==> config.mk <==
export PLATFORM = sky130hd
export DESIGN_NAME = peak_normalize_signed32
export DESIGN_NICKNAME = d
export VERILOG_FILES = /design/src/rtl/pnorm_pkg.sv /design/src/rtl/pnorm_div.sv /design/src/rtl/peak_normalize_signed32.sv
export SDC_FILE = /design/constraint.sdc
export NUM_CORES = 1
export LEC_CHECK = 0
export ABC_AREA = 1
export BUFFER_PORTS_ARGS = -buffer_cell sky130_fd_sc_hd__buf_4
export CORE_UTILIZATION = 55
export CTS_CLUSTER_SIZE = 30
export DETAILED_ROUTE_END_ITERATION = 10
export GPL_TIMING_DRIVEN = 0
export PLACE_DENSITY = 0.75
export SYNTH_ARGS = -nofsm -noshare
export SYNTH_HDL_FRONTEND = slang
export SYNTH_SLANG_ARGS = --single-unit
==> constraint.sdc <==
create_clock -name clk -period 3.56 [get_ports clk]
set_input_delay 0.534 -clock clk [delete_from_list [all_inputs] [get_ports clk]]
set_output_delay 0.534 -clock clk [all_outputs]
set_load 0.1 [all_outputs]
==> src/rtl/pnorm_pkg.sv <==
// Package for the signed 32-bit peak normaliser.
// Holds payload structs, widths and the full-scale constant; no dependencies.
package pnorm_pkg;

	localparam int unsigned SAMPLE_W  = 32;
	localparam int unsigned MAG_W     = 32;
	// Quotient never exceeds full scale, so 31 bits are enough
	localparam int unsigned QUOT_W    = 31;
	// mag * FULL_SCALE < 2^62
	localparam int unsigned DIVIDEND_W = MAG_W + QUOT_W - 1;
	localparam int unsigned DIV_STEPS = QUOT_W;
	localparam int unsigned STEP_W    = $clog2(DIV_STEPS + 1);

	localparam logic [SAMPLE_W-1:0] FULL_SCALE = 32'h7FFF_FFFF;

	localparam logic MODE_MEASURE = 1'b0;
	localparam logic MODE_SCALE   = 1'b1;

	typedef struct packed {
		logic                       mode;
		logic signed [SAMPLE_W-1:0] sample;
		logic                       last_item;
	} in_t;

	typedef struct packed {
		logic signed [SAMPLE_W-1:0] scaled_sample;
		logic                       clipped;
	} out_t;

endpackage

==> src/rtl/pnorm_div.sv <==
// Bit-serial restoring divider for the peak normaliser: one quotient bit per cycle.
// Depends on pnorm_pkg for widths.
module pnorm_div (
	input  logic                                clk,
	input  logic                                arst_n,
	input  logic                                start,
	input  logic [pnorm_pkg::DIVIDEND_W-1:0]    dividend,
	input  logic [pnorm_pkg::MAG_W-1:0]         divisor,
	output logic                                done,
	output logic [pnorm_pkg::QUOT_W-1:0]        quotient
);

	logic [pnorm_pkg::MAG_W-1:0]    rem_q;
	logic [pnorm_pkg::QUOT_W-1:0]   low_q;
	logic [pnorm_pkg::MAG_W-1:0]    dsor_q;
	logic [pnorm_pkg::STEP_W-1:0]   cnt_q;
	logic                           busy_q;
	logic                           done_q;
	logic [pnorm_pkg::MAG_W:0]      trial;
	logic [pnorm_pkg::MAG_W:0]      diff;
	logic                           fits;

	// Shared subtract/compare: shift next dividend bit into the remainder
	assign trial = {rem_q, low_q[pnorm_pkg::QUOT_W-1]};
	assign diff  = trial - {1'b0, dsor_q};
	assign fits  = (trial >= {1'b0, dsor_q});

	// Upper dividend bits are already below the divisor, so start the remainder there
	always_ff @(posedge clk or negedge arst_n) begin
		if (!arst_n) begin
			busy_q <= 1'b0;
			done_q <= 1'b0;
			cnt_q  <= '0;
		end else begin
			done_q <= 1'b0;
			if (start) begin
				busy_q <= 1'b1;
				cnt_q  <= pnorm_pkg::STEP_W'(pnorm_pkg::DIV_STEPS);
			end else if (busy_q) begin
				cnt_q <= cnt_q - 1'b1;
				if (cnt_q == pnorm_pkg::STEP_W'(1)) begin
					busy_q <= 1'b0;
					done_q <= 1'b1;
				end
			end
		end
	end

	// Datapath: remainder and shifting dividend/quotient word
	always_ff @(posedge clk) begin
		if (start) begin
			rem_q  <= {1'b0, dividend[pnorm_pkg::DIVIDEND_W-1:pnorm_pkg::QUOT_W]};
			low_q  <= dividend[pnorm_pkg::QUOT_W-1:0];
			dsor_q <= divisor;
		end else if (busy_q) begin
			rem_q <= fits ? diff[pnorm_pkg::MAG_W-1:0] : trial[pnorm_pkg::MAG_W-1:0];
			low_q <= {low_q[pnorm_pkg::QUOT_W-2:0], fits};
		end
	end

	assign done     = done_q;
	assign quotient = low_q;

endmodule

==> src/rtl/peak_normalize_signed32.sv <==
// Two-pass peak normaliser for signed 32-bit samples. A measure item (mode 0)
// returns nothing and leaves the block ready for the next item; it folds the
// sample magnitude into the stored peak, and after an item flagged last_item
// the next measure item starts a fresh peak. A scale item (mode 1) returns
// trunc(sample * 2147483647 / peak), saturating to +/-2147483647 with clipped
// set when the magnitude exceeds the peak, and passing the sample through when
// the peak is zero. A divided scale item keeps req_ready low until its result
// has moved to the output register. S_CALC picks the path and forms the
// dividend, and a registered start pulse loads the divider. The bit-serial
// restoring divider then produces one quotient bit per cycle. S_DIV collects
// the quotient, S_DONE moves it to the output register, and the block goes back
// to S_IDLE to take the next item. Zero-peak and clipped samples skip the divider.
// A scale item waits longer while the previous result is still held in the
// output register. The output register lets the next item be taken while a
// result still waits for the downstream side.
// Depends on pnorm_pkg and pnorm_div.
module peak_normalize_signed32 (
	input  logic             clk,
	input  logic             arst_n,
	input  logic             req_valid,
	output logic             req_ready,
	input  pnorm_pkg::in_t   req,
	output logic             rsp_valid,
	input  logic             rsp_ready,
	output pnorm_pkg::out_t  rsp
);

	typedef enum logic [1:0] {
		S_IDLE,
		S_CALC,
		S_DIV,
		S_DONE
	} state_t;

	state_t                                 state_q;
	logic [pnorm_pkg::MAG_W-1:0]            peak_q;
	logic                                   pass_closed_q;
	logic [pnorm_pkg::MAG_W-1:0]            mag_q;
	logic                                   neg_q;
	logic [pnorm_pkg::SAMPLE_W-1:0]         raw_q;
	pnorm_pkg::out_t                        res_q;
	pnorm_pkg::out_t                        out_q;
	logic                                   out_valid_q;
	logic                                   div_start_q;
	logic [pnorm_pkg::DIVIDEND_W-1:0]       dividend_q;

	logic [pnorm_pkg::MAG_W-1:0]            in_mag;
	logic [pnorm_pkg::MAG_W-1:0]            peak_base;
	logic [pnorm_pkg::DIVIDEND_W:0]         prod_full;
	logic                                   div_done;
	logic [pnorm_pkg::QUOT_W-1:0]           quot;
	logic [pnorm_pkg::SAMPLE_W-1:0]         quot_ext;
	logic                                   accept;
	logic                                   out_free;

	assign req_ready = (state_q == S_IDLE);
	assign accept    = req_valid && req_ready;
	assign out_free  = !out_valid_q || rsp_ready;

	// Magnitude; -2^31 maps to 2^31 as an unsigned value
	assign in_mag    = req.sample[pnorm_pkg::SAMPLE_W-1] ?
		(~req.sample + 1'b1) : req.sample;
	assign peak_base = pass_closed_q ? '0 : peak_q;

	// mag * (2^31 - 1) as a shift and one wide subtract
	assign prod_full = {mag_q, {pnorm_pkg::QUOT_W{1'b0}}} -
		{{pnorm_pkg::QUOT_W{1'b0}}, mag_q};

	assign quot_ext = {1'b0, quot};

	pnorm_div u_div (
		.clk      (clk),
		.arst_n   (arst_n),
		.start    (div_start_q),
		.dividend (dividend_q),
		.divisor  (peak_q),
		.done     (div_done),
		.quotient (quot)
	);

	// Sequencer, peak state and output register
	always_ff @(posedge clk or negedge arst_n) begin
		if (!arst_n) begin
			state_q       <= S_IDLE;
			peak_q        <= '0;
			pass_closed_q <= 1'b1;
			out_valid_q   <= 1'b0;
			div_start_q   <= 1'b0;
		end else begin
			div_start_q <= 1'b0;
			if (out_valid_q && rsp_ready) begin
				out_valid_q <= 1'b0;
			end
			unique case (state_q)
				S_IDLE: begin
					if (accept) begin
						if (req.mode == pnorm_pkg::MODE_MEASURE) begin
							peak_q        <= (in_mag > peak_base) ? in_mag : peak_base;
							pass_closed_q <= req.last_item;
						end else begin
							state_q <= S_CALC;
						end
					end
				end
				S_CALC: begin
					if (peak_q == '0 || mag_q > peak_q) begin
						state_q <= S_DONE;
					end else begin
						div_start_q <= 1'b1;
						state_q     <= S_DIV;
					end
				end
				S_DIV: begin
					if (div_done) begin
						state_q <= S_DONE;
					end
				end
				S_DONE: begin
					if (out_free) begin
						out_valid_q <= 1'b1;
						state_q     <= S_IDLE;
					end
				end
				default: begin
					state_q <= S_IDLE;
				end
			endcase
		end
	end

	// Item and result payload
	always_ff @(posedge clk) begin
		if (accept) begin
			mag_q <= in_mag;
			neg_q <= req.sample[pnorm_pkg::SAMPLE_W-1];
			raw_q <= req.sample;
		end
		if (state_q == S_CALC) begin
			dividend_q <= prod_full[pnorm_pkg::DIVIDEND_W-1:0];
			if (peak_q == '0) begin
				res_q.scaled_sample <= raw_q;
				res_q.clipped       <= 1'b0;
			end else if (mag_q > peak_q) begin
				res_q.scaled_sample <= neg_q ? (~pnorm_pkg::FULL_SCALE + 1'b1) :
					pnorm_pkg::FULL_SCALE;
				res_q.clipped       <= 1'b1;
			end
		end
		if (state_q == S_DIV && div_done) begin
			res_q.scaled_sample <= neg_q ? (~quot_ext + 1'b1) : quot_ext;
			res_q.clipped       <= 1'b0;
		end
		if (state_q == S_DONE && out_free) begin
			out_q <= res_q;
		end
	end

	assign rsp_valid = out_valid_q;
	assign rsp       = out_q;

endmodule
==> flow_summary_export.csv <==
group,metric,value,unit
timing,rsz0062_at_grt,"yes",
power,total_power,0.00842,W
floorplan,die_x,192,um
yosys,synth_top_cell_by_area,"edfxtp_1",
yosys,synth.avg_cell_area,8.62,um^2
yosys,synth_flop_cell,"edfxtp_1",
power,intPower,0.00662,W
power,p_clk_frac,0.459,
final_layout,final_cell_mix,"nand2_1, edfxtp_1, inv_1",
routing,first_pass_iters,5,
routing,drt_wl_total,60.9,mm
power,peakVddDrop,0.419,mV
final_layout,design_area,22300,um^2
power,swShare,0.214,
yosys,synth.distinct_cells,51,
timing,period_share,0.954,
floorplan,num_io_pins,73,
routing,viasPerCell,5.73,
final_layout,nNetsFinal,2558,
floorplan,die_y,192,um
yosys,synth_fa_ha_area_frac,0.0680,
clock_tree,clk_pin_slew,0.06,ns
routing,num_vias,16620,
yosys,synth-seq-area-share,0.488,
power,p_per_area,377,nW/um^2
final_layout,nFillCells,3050,
setup_path,worstPathMaxFanout,10,
yosys,synth_top_area_share,0.431,
clock_tree,cts.sinks,330,
global_route,antenna_found_initial,1,
timing,relSlewSlack,0.358,
global_route,grtUsageTotal,0.337,
worst_hold_path,hp-class,"input pin to async pin",
floorplan,start_util,0.558,
yosys,ys_ff_latch,330,
clock_tree,cts_tree,"yes",
setup_path,critPathLaunch,"req[1]",
routing,drc,0,
setup_path,r2r-start,"state_q[1]$_DFFE_PN0P_",
final_layout,seq_area,9670,um^2
yosys,yosys-mux-area-fraction,0,
clock_tree,worstSkewPairLatency,0.55,ns
final_layout,area_delta_synth_final,12.7,%
run_status,status,"finished, final reports clean",
global_route,grt_pass1_vias,15685,
global_route,grt_max_degree,45,
setup_path,r2r_end,"res_q[14]$_DFFE_PP_",
floorplan,fp.dieArea,36800,um^2
yosys,synth_fp_nets,2443,
timing,fin_crit,3.40,ns
placement,gp_congestion,1.00,
clock_tree,htree_levels,2,
floorplan,fp-row-count,69,
power,switchingPower,0.00180,W
timing,maxSlewViolCount,0,
global_route,grt_pass1_wl,91.0,mm
yosys,synthCells,2298,
yosys,synthSimpleGateAreaFrac,0.268,
yosys,synth_top_family_by_area,"simple AND/OR/NAND/NOR gates",
timing,setup_violations,0,
timing,finalHoldViolCount,0,
yosys,synth-xor-area-share,0.0442,
setup_path,start_kind,"input pin",
setup_path,crit_end,"peak_q[23]$_DFFE_PN0P_",
setup_path,criticalPathCategory,"input pin to register",
flow_run,maxCapViolCount,0,
final_layout,drive_above_1_share,0.104,
setup_path,rrSetupSlack,0.33,ns
power,p_seq_frac,0.494,
yosys,synth_edf_count,284,
placement,postPlaceCellArea,21000,um^2
clock_tree,root_buffer,"clkbuf_16",
setup_path,worstPathArrival,3.82,ns
yosys,syn-cell-area,19800,um^2
clock_tree,cts_buffer_depth,3,
final_layout,num_antenna_cells,0,
routing,final_antenna_net_count,0,
placement,io_buffers,72,
timing,fmax,0.295,GHz
setup_path,rr_worst_depth,7,
setup_path,end_kind,"register",
timing,fin_skew,0.0273,ns
power,power_leakage,9.40,nW
yosys,synthArstFlopShare,0.133,
placement,place_hpwl,48.6,mm
routing,drtIter0Drc,1523,
yosys,synthTopCellsByArea,"edfxtp_1, nand2_1, ha_1",
yosys,synth_compound_area_frac,0.0677,
global_route,grt-ovfl-total,0,
floorplan,core_area,35500,um^2
setup_path,required,3.99,ns
final_layout,layout_commonest_cell,"nand2_1",
clock_tree,numCtsBuffers,36,
final_layout,multi_input_area,8950,um^2
routing,wl_per_cell,21.0,um
yosys,ys_warn_count,0,
power,power_frac_comb,0.047,
timing,worst_slew_pin_slew,0.963,ns
Yosys cell counts (40+ instances only):
library cell  number
nand2_1          645
edfxtp_1         284
inv_1            250
nor2_1           203
nand3_1          157
a21oi_1          111
ha_1             106
o21ai_0           99
nand3b_1          61
xor2_1            60
dfrtp_1           43
xnor2_1           40
worst max-delay path: stages:
cell and delay (ns):
buf_4 0.13, inv_1 0.18, ha_2 0.26, nand3_2 0.17, nor2_1 0.16, and2_1 0.16
nand3_1 0.07, nand2_1 0.06, nand2_1 0.08, a21oi_4 0.19, inv_1 0.10, ha_1 0.28
nand2_1 0.06, nor2_1 0.15, nor3b_2 0.23, inv_2 0.06, nor2_2 0.18, nand2_1 0.10
nand2_2 0.16, buf_4 0.24, nand3b_1 0.09, nand3_1 0.10, nand2_1 0.07
cells by family after synthesis:
logic type	Yosys count
AND/OR/NAND/NOR	1189
flip-flops	330
buffers and inverters	321
AO/OA/AOI/OAI	251
adder cells (fa/ha/maj)	107
XOR/XNOR	100
metrics by stage:
step / setup TNS, ns / hold slack [ns] / setup WS (ns) / instances / utilization
after floorplan: 0 / 0.238 / 0.0982 / 2298 / -
after global placement: -136.64 / 0.401 / -1.26 / 2831 / 0.590
after detailed placement: -19.71 / 0.405 / -0.660 / 2835 / 0.592
after CTS: 0 / 0.0177 / 0.0532 / 2901 / 0.627
after global routing: -0.426 / 0.0595 / -0.0486 / 2902 / 0.629
final: 0 / 0.0203 / 0.165 / 2902 / 0.629
cell type report:
cell class | instances | area share
well taps | 461 | 0.0258
flip-flops and latches | 330 | 0.433
inverters | 263 | 0.0442
clock inverters | 19 | 0.0103
repair buffers | 77 | 0.0281
clock buffers | 47 | 0.0441
multi-input cells | 1647 | 0.401
plain buffers | 58 | 0.0132
routing by layer:
layer  vias to the layer above  track usage  share of wire
met5                         -            0              0
met4                         0        0.158          0.044
met3                       107       0.0418          0.080
met2                       727        0.531           0.46
met1                      7900        0.463           0.42
li1                       7886            -              -
power groups by stage:
stage | clock [W] | combinational, W | sequential [W]
after floorplan | 0 | 0.000211 | 0.00424
after global placement | 0 | 0.000365 | 0.00424
after detailed placement | 0 | 0.000371 | 0.00424
after CTS | 0.00391 | 0.000374 | 0.00416
after global routing | 0.00405 | 0.000431 | 0.00416
final | 0.00387 | 0.000393 | 0.00416
worst min path at each step:
stage / end / slack, ns / cells after the start
6_report: peak_q[6]$_DFFE_PN0P_ / 0.02 / 1
3_5_place_dp: rsp[11]$_DFFE_PP_ / 0.40 / 0
3_3_place_gp: rsp[25]$_DFFE_PP_ / 0.40 / 0
4_1_cts: peak_q[6]$_DFFE_PN0P_ / 0.02 / 1
2_1_floorplan: div_start_q$_DFF_PN0_ / 0.24 / 0
5_1_grt: peak_q[4]$_DFFE_PN0P_ / 0.06 / 1
registers in the layout (all words and copies together), names as in the netlist, 31 cells and up:
register	count
peak_q	32
res_q	33
mag_q	32
rsp	33
u_div.quotient	31
dividend_q	62
u_div.rem_q	32
u_div.dsor_q	32
repair_timing:
action	in CTS	in global routing
buffers inserted	0	1
hold buffers	0	0
pin swaps	0	2
resized for setup	2	20
endpoints found under the setup margin	32	32
cloned	0	0
endpoints found under the hold margin	0	0
No activity file was read; power rests on OpenSTA's default activity.
